--- src/zero_run_bit_packer_top_macros.svh ---
// Assertion macros shared by the zero-run bit packer RTL.
// Depends on signals named clk and arst_n in the module that uses them.
`ifndef ZERO_RUN_BIT_PACKER_TOP_MACROS_SVH
`define ZERO_RUN_BIT_PACKER_TOP_MACROS_SVH

// Same-cycle implication, disabled while reset is asserted.
`define ZRBP_ASSERT_IMPL(label, ante, cons) \
	label: assert property (@(posedge clk) disable iff (!arst_n) (ante) |-> (cons)) \
		else $error("zrbp assertion failed");

// Next-cycle implication, disabled while reset is asserted.
`define ZRBP_ASSERT_NEXT(label, ante, cons) \
	label: assert property (@(posedge clk) disable iff (!arst_n) (ante) |=> (cons)) \
		else $error("zrbp assertion failed");

`endif

--- src/zrbp_pkg.sv ---
// Package for the zero-run bit packer: command types and code constants.
// Used by the front, queue, back and top-level modules.
package zrbp_pkg;

	// Kind of work the back end performs for one item.
	typedef enum logic [1:0] {
		CMD_ENCODE = 2'd0,
		CMD_ERROR  = 2'd1,
		CMD_FLUSH  = 2'd2
	} cmd_kind_t;

	// Classified item passed from the front to the back through the queue.
	typedef struct packed {
		cmd_kind_t   kind;
		logic [15:0] code;
		logic [4:0]  nbits;
	} cmd_t;

	localparam logic [8:0]  LONG_RUN_MIN   = 9'd18;
	localparam logic [8:0]  RUN_MAX        = 9'd273;
	localparam logic [15:0] LONG_CODE_MARK = 16'h8000;
	localparam logic [4:0]  NONZERO_BITS   = 5'd9;
	localparam logic [4:0]  LONG_BITS      = 5'd16;
	localparam logic [4:0]  WINDOW_BITS    = 5'd24;

endpackage

--- src/zrbp_front.sv ---
// Front end of the zero-run bit packer: accepts items and classifies them.
// Depends on zrbp_pkg for the command type.
module zrbp_front (
	input  logic              in_valid,
	output logic              in_ready,
	input  logic              req_type,
	input  logic [7:0]        pixel,
	input  logic [8:0]        run_length,
	input  logic              q_full,
	output logic              q_push,
	output zrbp_pkg::cmd_t    q_cmd
);
	import zrbp_pkg::*;

	logic [8:0] long_off;

	// An item is taken whenever the queue has room.
	assign in_ready = !q_full;
	assign q_push   = in_valid && !q_full;

	// Offset of a long zero run from its minimum.
	assign long_off = run_length - LONG_RUN_MIN;

	// Classify the item into a flush, an error or a code of a given length.
	always_comb begin
		q_cmd.kind  = CMD_ENCODE;
		q_cmd.code  = 16'h0000;
		q_cmd.nbits = 5'd0;
		priority if (req_type) begin
			q_cmd.kind = CMD_FLUSH;
		end else if (pixel != 8'h00) begin
			if (run_length > 9'd1) begin
				q_cmd.kind = CMD_ERROR;
			end else begin
				q_cmd.code  = {7'b0000000, 1'b1, pixel};
				q_cmd.nbits = NONZERO_BITS;
			end
		end else if (run_length < LONG_RUN_MIN) begin
			q_cmd.nbits = run_length[4:0];
		end else if (run_length > RUN_MAX) begin
			q_cmd.kind = CMD_ERROR;
		end else begin
			q_cmd.code  = LONG_CODE_MARK | {8'h00, long_off[8:1]};
			q_cmd.nbits = run_length[0] ? (LONG_BITS + 5'd1) : LONG_BITS;
		end
	end

endmodule

--- src/zrbp_queue.sv ---
// Two-entry queue of classified commands between the front and back ends.
// Depends on zrbp_pkg for the command type.
module zrbp_queue (
	input  logic           clk,
	input  logic           arst_n,
	input  logic           push,
	input  zrbp_pkg::cmd_t push_cmd,
	output logic           full,
	input  logic           pop,
	output logic           not_empty,
	output zrbp_pkg::cmd_t head_cmd
);
	import zrbp_pkg::*;

	cmd_t       slots_q [2];
	logic       wr_ptr_q;
	logic       rd_ptr_q;
	logic [1:0] fill_q;

	assign full      = (fill_q == 2'd2);
	assign not_empty = (fill_q != 2'd0);
	assign head_cmd  = slots_q[rd_ptr_q];

	// Storage for the queued commands.
	always_ff @(posedge clk) begin
		if (push) begin
			slots_q[wr_ptr_q] <= push_cmd;
		end
	end

	// Pointers and fill level.
	always_ff @(posedge clk or negedge arst_n) begin
		if (!arst_n) begin
			wr_ptr_q <= 1'b0;
			rd_ptr_q <= 1'b0;
			fill_q   <= 2'd0;
		end else begin
			if (push) begin
				wr_ptr_q <= !wr_ptr_q;
			end
			if (pop) begin
				rd_ptr_q <= !rd_ptr_q;
			end
			if (push && !pop) begin
				fill_q <= fill_q + 2'd1;
			end else if (pop && !push) begin
				fill_q <= fill_q - 2'd1;
			end
		end
	end

endmodule

--- src/zrbp_back.sv ---
// Back end of the zero-run bit packer: packs codes into bytes and emits them.
// Depends on zrbp_pkg and on the assertion macro header.
module zrbp_back (
	input  logic           clk,
	input  logic           arst_n,
	input  logic           q_not_empty,
	input  zrbp_pkg::cmd_t q_cmd,
	output logic           q_pop,
	output logic           out_valid,
	input  logic           out_ready,
	output logic [7:0]     out_byte,
	output logic           status,
	output logic           last
);
	import zrbp_pkg::*;
	`include "zero_run_bit_packer_top_macros.svh"

	logic [7:0]  pend_bits_q;
	logic [2:0]  pend_cnt_q;
	logic [23:0] win_q;
	logic [1:0]  left_q;
	logic        err_q;

	logic        out_free;
	logic [4:0]  total;
	logic [4:0]  shamt;
	logic [23:0] window;
	logic [1:0]  nbytes;
	logic [7:0]  next_pend;

	// The output register frees up when empty or when its final byte is taken.
	assign out_free = (left_q == 2'd0) || ((left_q == 2'd1) && out_ready);
	assign q_pop    = q_not_empty && out_free;

	assign out_valid = (left_q != 2'd0);
	assign out_byte  = win_q[23:16];
	assign status    = err_q;
	assign last      = (left_q == 2'd1);

	// Place the code right after the pending bits in a 24-bit window.
	assign total  = {2'b00, pend_cnt_q} + q_cmd.nbits;
	assign shamt  = WINDOW_BITS - total;
	assign window = {pend_bits_q, 16'h0000} | ({8'h00, q_cmd.code} << shamt);
	assign nbytes = total[4:3];

	// The partial byte left after the complete ones.
	always_comb begin
		unique case (nbytes)
			2'd0:    next_pend = window[23:16];
			2'd1:    next_pend = window[15:8];
			2'd2:    next_pend = window[7:0];
			default: next_pend = 8'h00;
		endcase
	end

	// Pending partial byte and output byte sequencer.
	always_ff @(posedge clk or negedge arst_n) begin
		if (!arst_n) begin
			pend_bits_q <= 8'h00;
			pend_cnt_q  <= 3'd0;
			left_q      <= 2'd0;
			err_q       <= 1'b0;
		end else if (q_pop) begin
			unique case (q_cmd.kind)
				CMD_FLUSH: begin
					left_q      <= (pend_cnt_q != 3'd0) ? 2'd1 : 2'd0;
					err_q       <= 1'b0;
					pend_bits_q <= 8'h00;
					pend_cnt_q  <= 3'd0;
				end
				CMD_ERROR: begin
					left_q <= 2'd1;
					err_q  <= 1'b1;
				end
				CMD_ENCODE: begin
					left_q      <= nbytes;
					err_q       <= 1'b0;
					pend_bits_q <= next_pend;
					pend_cnt_q  <= total[2:0];
				end
				default: begin
					left_q <= 2'd0;
				end
			endcase
		end else if (out_valid && out_ready) begin
			left_q <= left_q - 2'd1;
		end
	end

	// Output byte window; shifts one byte per accepted output byte.
	always_ff @(posedge clk) begin
		if (q_pop) begin
			unique case (q_cmd.kind)
				CMD_FLUSH:  win_q <= {pend_bits_q, 16'h0000};
				CMD_ENCODE: win_q <= window;
				default:    win_q <= 24'h000000;
			endcase
		end else if (out_valid && out_ready) begin
			win_q <= {win_q[15:0], 8'h00};
		end
	end

	// An error result is always a single zero byte.
	`ZRBP_ASSERT_IMPL(a_err_single, out_valid && err_q, last && (out_byte == 8'h00))
	// A command is taken only when the output register is free.
	`ZRBP_ASSERT_IMPL(a_pop_free, q_pop, (left_q == 2'd0) || ((left_q == 2'd1) && out_ready))
	// A flush always leaves nothing pending.
	`ZRBP_ASSERT_NEXT(a_flush_clears, q_pop && (q_cmd.kind == CMD_FLUSH), pend_cnt_q == 3'd0)

endmodule

--- src/zero_run_bit_packer_top.sv ---
// Zero-run bit packer: each item encodes a pixel run (or flushes the partial
// byte) and produces zero to three packed bytes, earliest bit in the MSB.
// A new item is accepted every cycle while the two-entry command queue has
// room; bytes leave one per cycle while out_ready is high, and an item holds
// the output until its final byte is taken. The output byte register in the
// back end sets that rate. Error results carry status 1 and a zero byte;
// last marks the final byte of each item that produces bytes.
module zero_run_bit_packer_top (
	input  logic       clk,
	input  logic       arst_n,
	input  logic       in_valid,
	output logic       in_ready,
	input  logic       req_type,
	input  logic [7:0] pixel,
	input  logic [8:0] run_length,
	output logic       out_valid,
	input  logic       out_ready,
	output logic [7:0] out_byte,
	output logic       status,
	output logic       last
);
	import zrbp_pkg::*;

	cmd_t push_cmd;
	cmd_t head_cmd;
	logic q_push;
	logic q_full;
	logic q_pop;
	logic q_not_empty;

	// Front end: take and classify items.
	zrbp_front u_front (
		.in_valid   (in_valid),
		.in_ready   (in_ready),
		.req_type   (req_type),
		.pixel      (pixel),
		.run_length (run_length),
		.q_full     (q_full),
		.q_push     (q_push),
		.q_cmd      (push_cmd)
	);

	// Command queue between the two ends.
	zrbp_queue u_queue (
		.clk       (clk),
		.arst_n    (arst_n),
		.push      (q_push),
		.push_cmd  (push_cmd),
		.full      (q_full),
		.pop       (q_pop),
		.not_empty (q_not_empty),
		.head_cmd  (head_cmd)
	);

	// Back end: bit packing and byte output.
	zrbp_back u_back (
		.clk         (clk),
		.arst_n      (arst_n),
		.q_not_empty (q_not_empty),
		.q_cmd       (head_cmd),
		.q_pop       (q_pop),
		.out_valid   (out_valid),
		.out_ready   (out_ready),
		.out_byte    (out_byte),
		.status      (status),
		.last        (last)
	);

endmodule
--- config.mk ---
export PLATFORM = sky130hd
export DESIGN_NAME = zero_run_bit_packer_top
export DESIGN_NICKNAME = d
export VERILOG_FILES = /design/src/zrbp_pkg.sv /design/src/zrbp_front.sv /design/src/zrbp_queue.sv /design/src/zrbp_back.sv /design/src/zero_run_bit_packer_top.sv
export VERILOG_INCLUDE_DIRS = /design/src /design/src/src
export SDC_FILE = /design/constraint.sdc
export NUM_CORES = 1
export LEC_CHECK = 0
export CORE_ASPECT_RATIO = 0.8
export CORE_MARGIN = 10
export CORE_UTILIZATION = 30
export CTS_CLUSTER_SIZE = 10
export DETAILED_ROUTE_END_ITERATION = 10
export DONT_BUFFER_PORTS = 1
export GPL_TIMING_DRIVEN = 0
export PLACE_DENSITY_LB_ADDON = 0.08
export SLEW_MARGIN = 20
export SYNTH_ARGS = -nofsm -noshare
export SYNTH_HDL_FRONTEND = slang
export SYNTH_HIERARCHICAL = 1
export SYNTH_SLANG_ARGS = --single-unit
--- constraint.sdc ---
create_clock -name clk -period 5.3 [get_ports clk]
set_clock_uncertainty 0.2 [all_clocks]
set_input_delay 1.59 -clock clk [delete_from_list [all_inputs] [get_ports clk]]
set_output_delay 1.59 -clock clk [all_outputs]
set_load 0.02 [all_outputs]
==> out/qor.yml, run 1 <==
timing:
  fin_hold_ws_ns: 0.278
  drv_slew: 0
  hold_violations: 0
  relSlewSlack_pct: 47.7
  timing.final.crit_share_pct: 87.1
  fin_setup_tns_ns: 0
  max_freq_mhz: 217
  rsz0062_at_grt: "false"
  worstMarginPinSlew_ns: 0.780
  setup-violations-final: 0
  min_period_ns: 4.61
clocking:
  cts_buffer_depth: 2
  cts_root_buf: "clkbuf_16"
  path_clk_slew_ns: 0.06
  cts_resized: 0
  clk_latency_ns: 0.35
  clock-sinks: 88
  cts_tree: "yes"
  cts_setup_buffers: 0
  cts_made_buffers: 9
  htree_levels: 3
  cts_hold_buf: 0
global_route:
  grt_pass1_wl_mm: 22.7
  grt_antenna_before_repair: 0
  grt_max_degree: 29
  grt_pass1_vias: 3817
  grtUsageTotal_pct: 12.2
  grt_overflow: 0
floorplanning:
  core-area_sq_mm: 0.0176
  ios: 34
  dieArea_sq_mm: 0.0240
  die_y_microns: 140
  num_rows: 43
  die_w_microns: 171
  initial_core_util_pct: 30.9
logic_synthesis:
  synth_top_family_by_area: "multiplexers"
  synth_compound_area_share_pct: 15.8
  synth-simple-area-share_pct: 9.29
  ys.flop_type: "edfxtp_1"
  syn_avg_cell_area_sq_um: 12.1
  syn_area_sq_mm: 0.00544
  yosys_warnings: 6
  synth_xor_area_share_pct: 3.47
  ys_seq_area_share_pct: 46.9
  synth_cells: 450
  synth.ff_latch_count: 88
  synth_fa_ha_area_share_pct: 2.21
  synth.area.mux_share_pct: 16.0
  synth-edff-count: 70
  synthArstFlopShare_pct: 20.5
  ys_types: 74
outcome:
  outcome: "complete, no violations"
layout:
  fin_cells: 697
  layout-drive-gt1-share_pct: 22.9
  syn_to_final_growth_pct: 11.5
  multi_input_area_sq_mm: 0.00258
  regArea_sq_mm: 0.00255
  fillers: 1732
  fin_util_pct: 34.5
  nets: 498
  antenna_cells: 0
critical_path:
  cpLargestDelayFamily: "simple AND/OR/NAND/NOR gates"
  endpoint: "u_back/win_q[1]"
  crit_required_ns: 5.27
  critPathKind: "reg2reg"
  worst-r2r-cell-count: 13
  reg2reg_slack_ns: 0.69
  worst-path-buf-inv: 4
  cpMostUsedCell: "ha_1"
  arrival_ns: 4.59
  crit_slowest_cell: "nor3_2"
  max_stage_delay_ns: 0.65
  r2r_start: "u_queue/rd_ptr_q"
  start_kind: "flop"
  critPathMaxFanout: 10
  path_depth: 13
  cp-startpoint: "u_queue/rd_ptr_q"
  crit_chain: "buf_6 > buf_12 > mux2_4 > ha_1 > fa_1 > inv_1 > ha_1 > a32o_1 > o311a_2 > buf_2 > nor3_2 > nand2_1 > nor2_1"
  cp-end-kind: "flop"
  rr_endpoint: "u_back/win_q[1]"
placed_design:
  placed_cells: 681
  io_buffers: 0
  hpwl_mm: 10.7
  gp_congestion: 0.846
drt:
  dr.pass1.iters: 5
  routedWlPerCell_microns: 20.2
  route.vias.total: 3663
  drtIter0Drc: 256
  postRouteAntennaNets: 0
  via_per_inst: 5.26
  drc: 0
  wl_mm: 14.0
min_path:
  hold_path_depth: 1
  hold_path.class: "reg2reg"
flow_run:
  cap_violations: 0
[final cells by class]
type | instances | share of cell area (%)
timing repair buffer | 1 | 0.330
inverter | 20 | 1.24
multi-input combinational | 311 | 42.5
buffer | 36 | 4.37
clock inverter | 6 | 1.13
sequential | 88 | 42.1
tap | 225 | 4.64
clock buffer | 10 | 3.77
[Yosys cell counts, drive strengths merged, types with 3 or more instances]
cell     number  share of area [%]
a211oi        5               0.69
a21o          3               0.44
a21oi        12                1.2
a22o         13                2.3
a22oi         4               0.55
a2bb2oi       3               0.48
a32o          4               0.74
and3          3               0.34
buf          29                4.2
clkbuf        7               0.67
dfrtp        18                8.3
edfxtp       70                 39
ha            8                1.8
inv          20                1.4
mux2         31                7.7
mux2i        36                6.6
mux4          4                1.7
nand2        30                2.1
nand3         5               0.46
nor2         22                1.5
nor2b         5               0.57
nor3         11                1.1
nor4          5               0.57
o2111ai       3               0.48
o211a         3               0.55
o211ai        4               0.64
o21a          3               0.41
o21ai        24                2.2
o221ai        7                1.1
o22ai         3               0.34
o31ai         6               0.83
or2           4               0.46
xnor2         6               0.97
xnor3         3                1.4
xor2          7                1.1
[metrics by stage]
step / setup WS [ns] / area (sq um)
2_1_floorplan: 1.40 / 5460
3_3_place_gp: 0.797 / 5740
3_5_place_dp: 0.761 / 5770
4_1_cts: 0.731 / 6070
5_1_grt: 0.513 / 6070
6_report: 0.686 / 6070
[worst min-delay path by stage]
stage,start,to,slack (ns)
floorplan,u_queue/fill_q[1],u_queue/fill_q[1],0.25
finish,u_queue/fill_q[1],u_queue/fill_q[1],0.28
global placement,u_queue/fill_q[1],u_queue/fill_q[1],0.27
CTS,u_queue/fill_q[1],u_queue/fill_q[1],0.28
detailed placement,u_queue/fill_q[1],u_queue/fill_q[1],0.27
global route,u_queue/fill_q[1],u_queue/fill_q[1],0.31
[flip-flops by register name, summed over array words and instances (netlist names), 2 cells and up]
| name | count |
|---|---|
| u_back/left_q | 2 |
| u_back/pend_bits_q | 8 |
| u_back/pend_cnt_q | 3 |
| u_back/win_q | 24 |
| u_queue/fill_q | 2 |
| u_queue/slots_q | 46 |
[cells by family (layout without fill, tap and decap cells)]
family,Yosys count,in the layout
xor gates and xnor gates,16,16
muxes,71,71
and+or+nand+nor,99,99
other,1,6
DFF,88,88
AOI/OAI and AO/OA,110,110
buffers and inverters,56,73
adders and majority gates,9,9
[per-layer routing]
layer | vias up | track usage [%] | wire length [microns]
met5 | - | 0 | 0
met4 | 0 | 3.46 | 189
met1 | 1834 | 17.4 | 7150
met2 | 75 | 17.9 | 6040
met3 | 15 | 3.00 | 669
li1 | 1739 | - | -
[cell usage in the layout, fill, tap and decap left out, drive strengths merged, types with 5 or more instances in the layout]
cell type   n
a22o       13
xnor2       6
xor2        7
o31ai       6
nor2b       5
nor3       11
mux2       31
ha          8
nand2      30
a21oi      12
o21ai      24
clkbuf     17
edfxtp     70
nand3       5
mux2i      36
buf        30
a211oi      5
inv        21
nor2       22
dfrtp      18
nor4        5
o221ai      7
conb        6
Power of run 1 is left out: the tool's default activity adds up to more than one toggle a clock period on the data nets, which glitch-free logic cannot reach.
==> run 2: changes to the inputs <==
Settings changed: SYNTH_HIERARCHICAL 1 to not set.
==> run 2 against run 1 <==
Net effect: first-iteration DRC count increased by 6.6%; setup slack got worse by 0.36 ns; cell area decreased by 7.7%; clock-buffer cell count increased by 3; core utilization decreased by 0.43 points; via count increased by 3.4%; sequential share of layout area decreased by 2.9 points; cell count increased by 2.2%; die area decreased by 7.1%; synthesized area decreased by 8.1%; flip-flop and latch count decreased by 12; largest cell class unchanged.
==> out/qor.yml, run 2 <==
outcome:
  outcome: "complete, no violations"
timing:
  drv_slew: 0
  setup-violations-final: 0
  fin_setup_tns_ns: 0
  rsz0062_at_grt: "false"
  relSlewSlack_pct: 34.2
  timing.final.crit_share_pct: 93.9
  setup_ws_ns: 0.324
  max_freq_mhz: 201
  min_period_ns: 4.98
  hold_violations: 0
  worstMarginPinSlew_ns: 0.986
logic_synthesis:
  synth_cells: 475
  netlist.top_cell.by_area: "edfxtp_1"
  synth-edff-count: 58
  syn-num-nets: 507
  synth.ff_latch_count: 76
  ys_types: 71
  syn_area_sq_mm: 0.00500
  ys.flop_type: "edfxtp_1"
  syn_avg_cell_area_sq_um: 10.5
  ys_seq_area_share_pct: 43.8
  yosys_warnings: 0
  synth_top_area_share_pct: 34.8
  synth_commonest_cells: "58 x edfxtp_1, 53 x nand2_1, 42 x nor2_1"
  synthTopCellsByArea: "edfxtp_1 35%, dfrtp_1 9.0%, mux2i_1 4.6%"
  synth.most_common_cell: "edfxtp_1"
  synthArstFlopShare_pct: 23.7
floorplanning:
  ios: 34
  num_rows: 42
  initial_core_util_pct: 30.4
  dieArea_sq_mm: 0.0223
  die_y_microns: 135
  die_w_microns: 164
  core-area_sq_mm: 0.0164
global_route:
  grt_pass1_wl_mm: 22.3
  grt_overflow: 0
  grtUsageTotal_pct: 13.2
  grt_max_degree: 27
  grt_pass1_vias: 3775
  grt_antenna_before_repair: 0
clocking:
  cts_made_buffers: 9
  cts_buffer_depth: 2
  cts_hold_buf: 0
  htree_levels: 3
  clk_latency_ns: 0.35
  cts_setup_buffers: 0
  cts_root_buf: "clkbuf_16"
  clock-sinks: 76
  cts_tree: "yes"
  path_clk_slew_ns: 0.06
  cts_resized: 0
critical_path:
  cp-startpoint: "u_queue.rd_ptr_q"
  start_kind: "flop"
  crit_required_ns: 5.19
  r2r_start: "u_queue.rd_ptr_q"
  critPathKind: "reg2reg"
  cp-end-kind: "flop"
  worst-r2r-cell-count: 14
  critPathMaxFanout: 10
  reg2reg_slack_ns: 0.32
  rr_endpoint: "u_back.win_q[20]"
  arrival_ns: 4.87
layout:
  antenna_cells: 0
  layout-drive-gt1-share_pct: 17.1
  fillers: 1686
  syn_to_final_growth_pct: 12.1
  regArea_sq_mm: 0.00219
  largest_reg_flops: 34
  layout_common_cells: "58 x edfxtp_1, 53 x nand2_1, 41 x nor2_1"
  nets: 519
  multi_input_area_sq_mm: 0.00260
  regMostFlops: "u_queue.slots_q"
  final_common_cell: "edfxtp_1"
  reg_top3: "u_queue.slots_q: 34 flops, u_back.win_q: 24 flops, u_back.pend_bits_q: 8 flops"
drt:
  wl_mm: 14.1
  postRouteAntennaNets: 0
  drtIter0Drc: 273
  route.vias.total: 3786
  dr.pass1.iters: 5
  routedWlPerCell_microns: 19.8
  via_per_inst: 5.32
  drc: 0
min_path:
  hold_path_depth: 1
  worstHoldEndpoint: "u_queue.fill_q[1]"
  hp-start: "u_queue.fill_q[1]"
  hold_path.class: "reg2reg"
placed_design:
  place_ws_ns: 0.194
  hpwl_mm: 11.0
  io_buffers: 0
  gp_congestion: 0.897
flow_run:
  cap_violations: 0
[run 2: cell count changes after synthesis, sizes merged, moves of 6 or more]
| cell | change |
|---|---|
| a21oi | +15 |
| mux2 | -17 |
| nand2 | +25 |
| a22o | -6 |
| and3 | +8 |
| mux2i | -11 |
| edfxtp | -12 |
| xnor2 | +9 |
| buf | -9 |
| nor2 | +21 |
| nand3 | +8 |
[run 2: cell families after synthesis]
group                    after synthesis  synth area share, %
AO/OA/AOI/OAI                        110                 15.9
XOR/XNOR                              22                 4.40
adder cells (fa/ha/maj)               11                 2.88
buffers and inverters                 43                 4.55
flip-flops                            76                 43.8
multiplexers                          46                 11.9
AND/OR/NAND/NOR                      167                 16.5
[run 2: worst max path at each step]
stage | endpoint | slack, ns | depth (start not counted)
final | u_back.win_q[20] | 0.32 | 14
after global placement | u_back.win_q[20] | 0.27 | 14
after CTS | u_back.win_q[20] | 0.18 | 14
after global routing | u_back.win_q[20] | 0.02 | 14
after floorplan | u_back.win_q[21] | 1.12 | 15
after detailed placement | u_back.win_q[20] | 0.19 | 14
[run 2: through the flow]
| stage | utilization (%) | std cells | area (sq um) | hold slack, ns |
|---|---|---|---|---|
| 6_report | 34.1 | 712 | 5600 | 0.293 |
| 3_3_place_gp | 32.1 | 695 | 5280 | 0.286 |
| 4_1_cts | 33.9 | 712 | 5580 | 0.292 |
| 3_5_place_dp | 32.2 | 696 | 5290 | 0.280 |
| 5_1_grt | 34.1 | 712 | 5600 | 0.314 |
| 2_1_floorplan | - | 475 | 5000 | 0.261 |
[run 2: layout make-up]
cell class,instances,area share [%]
buffer,26,2.92
clock buffer,13,4.84
clock inverter,3,0.335
inverter,17,1.21
multi-input combinational,356,46.5
sequential,76,39.1
tap,220,4.91
timing repair buffer,1,0.201
[run 2: metal layers]
metal  global-route usage (%)  vias up  share of wire [%]
met5                        0        -                  0
met4                     4.31        0                1.4
met3                     3.77       13                5.6
met2                     18.6       89                 42
met1                     18.7     1893                 51
li1                         -     1791                  -
[run 2: critical path: stages (launching register included)]
cell	delay [ns]
dfrtp_1	0.34
buf_6	0.16
buf_4	0.23
buf_2	0.34
mux2_2	0.39
ha_1	0.21
fa_1	0.60
inv_1	0.07
ha_1	0.42
clkbuf_1	0.39
nor2_1	0.23
a221oi_2	0.51
nor2_1	0.11
o31ai_2	0.34
o21ai_1	0.13
Power of run 2 is left out for the same reason.
==> run 3: changes to the inputs <==
Settings changed: BUFFER_PORTS_ARGS set to -buffer_cell sky130_fd_sc_hd__buf_2, DONT_BUFFER_PORTS 1 to not set.
==> run 3 against run 2 <==
Net effect: global-route usage down 0.26 points; worst hold slack better by 0.022 ns; highest routed layer unchanged; critical path type unchanged; flip-flop and latch count did not move; non-clock buffer count is 32 higher; clock-buffer cell count is 1 lower; via count up 2.5%.
==> out/qor.yml, run 3 (same netlist as run 2, synthesis figures left out) <==
clocking:
  htree_levels: 3
  cts_root_buf: "clkbuf_16"
  cts_tree: "yes"
  cts_buffer_depth: 2
  cts_setup_buffers: 0
  path_clk_slew_ns: 0.06
  cts_resized: 0
  clock-sinks: 76
  cts_hold_buf: 0
  cts_made_buffers: 9
  clk_latency_ns: 0.35
layout:
  layout_common_cells: "58 x edfxtp_1, 53 x nand2_1, 41 x nor2_1"
  layout-drive-gt1-share_pct: 21.9
  largest_reg_flops: 34
  multi_input_area_sq_mm: 0.00260
  design_area_sq_mm: 0.00576
  reg_top3: "u_queue.slots_q: 34 flops, u_back.win_q: 24 flops, u_back.pend_bits_q: 8 flops"
  fillers: 1703
  regArea_sq_mm: 0.00219
  syn_to_final_growth_pct: 15.2
  nets: 551
  antenna_cells: 0
  regMostFlops: "u_queue.slots_q"
  final_common_cell: "edfxtp_1"
floorplanning:
  core-area_sq_mm: 0.0164
  num_rows: 42
  initial_core_util_pct: 30.4
  die_w_microns: 164
  ios: 34
  dieArea_sq_mm: 0.0223
  die_y_microns: 135
min_path:
  hold_path_depth: 2
  hold_path.class: "reg2reg"
  worstHoldEndpoint: "u_back.status"
  hp-start: "u_back.status"
critical_path:
  rr_endpoint: "u_back.win_q[20]"
  reg2reg_slack_ns: 0.34
  crit_required_ns: 5.19
  cp-end-kind: "flop"
  crit_chain: "buf_6 > buf_4 > buf_2 > mux2_2 > ha_1 > fa_1 > inv_1 > ha_1 > clkbuf_1 > nor2_1 > a221oi_2 > nor2_1 > o31ai_2 > o21ai_1"
  max_stage_delay_ns: 0.61
  start_kind: "flop"
  crit_slowest_cell: "fa_1"
  critPathKind: "reg2reg"
  worst-r2r-cell-count: 14
  r2r_start: "u_queue.rd_ptr_q"
  arrival_ns: 4.84
  critPathMaxFanout: 10
timing:
  fin_setup_tns_ns: 0
  timing.final.crit_share_pct: 93.5
  min_period_ns: 4.96
  max_freq_mhz: 202
  relSlewSlack_pct: 34.9
  drv_slew: 0
  worstMarginPinSlew_ns: 0.976
  setup-violations-final: 0
  rsz0062_at_grt: "false"
  hold_violations: 0
placed_design:
  hpwl_mm: 10.9
  io_buffers: 32
  gp_congestion: 0.884
  placed_area_sq_mm: 0.00545
global_route:
  grt_pass1_wl_mm: 22.0
  grt_pass1_vias: 3836
  grt_max_degree: 27
  grtUsageTotal_pct: 12.9
  grt_antenna_before_repair: 0
  grt_overflow: 0
drt:
  via_per_inst: 5.22
  dr.pass1.iters: 5
  wl_mm: 14.0
  postRouteAntennaNets: 0
  routedWlPerCell_microns: 18.8
  drc: 0
  route.vias.total: 3880
  drtIter0Drc: 276
flow_run:
  cap_violations: 0
outcome:
  outcome: "complete, no violations"
run 3: through the flow:
stage	hold slack (ns)	worst slack (ns)	instances	utilization (%)
6_report	0.315	0.342	744	35.0
3_3_place_gp	0.284	0.252	727	33.0
5_1_grt	0.333	0.0514	744	35.0
3_5_place_dp	0.299	0.270	728	33.1
4_1_cts	0.314	0.252	744	34.9
2_1_floorplan	0.261	1.12	475	-
run 3: worst max-delay path, delay by kind of cell, from the launching register on:
kind / cells / cell delay (ns)
fa+ha+maj: 3 / 1.25
mux: 1 / 0.39
compound gates: 3 / 0.98
flops: 1 / 0.34
buf+inv: 5 / 1.19
simple gates: 2 / 0.31
run 3: routing by layer:
layer / up-vias / routed length, microns / GRT usage [%]
li1: 1864 / - / -
met1: 1904 / 7260 / 18.8
met2: 98 / 5760 / 18.3
met3: 14 / 755 / 2.98
met4: 0 / 182 / 4.06
met5: - / 0 / 0
run 3: worst max-delay path by stage:
| stage | depth (start not counted) | startpoint | to | slack (ns) |
|---|---|---|---|---|
| 2_1_floorplan | 15 | u_queue.rd_ptr_q | u_back.win_q[21] | 1.12 |
| 3_3_place_gp | 14 | u_queue.rd_ptr_q | u_back.win_q[20] | 0.25 |
| 3_5_place_dp | 15 | u_queue.rd_ptr_q | u_back.win_q[21] | 0.27 |
| 4_1_cts | 15 | u_queue.rd_ptr_q | u_back.pend_bits_q[5] | 0.25 |
| 5_1_grt | 14 | u_queue.rd_ptr_q | u_back.win_q[20] | 0.05 |
| 6_report | 14 | u_queue.rd_ptr_q | u_back.win_q[20] | 0.34 |
run 3: cell type report:
| type | count | share of cell area, % |
|---|---|---|
| inverter | 17 | 1.17 |
| buffer | 26 | 2.84 |
| sequential | 76 | 38.0 |
| tap | 220 | 4.78 |
| clock buffer | 12 | 4.10 |
| timing repair buffer | 33 | 2.98 |
| clock inverter | 4 | 0.890 |
| multi-input combinational | 356 | 45.2 |
Power of run 3 is left out for the same reason.
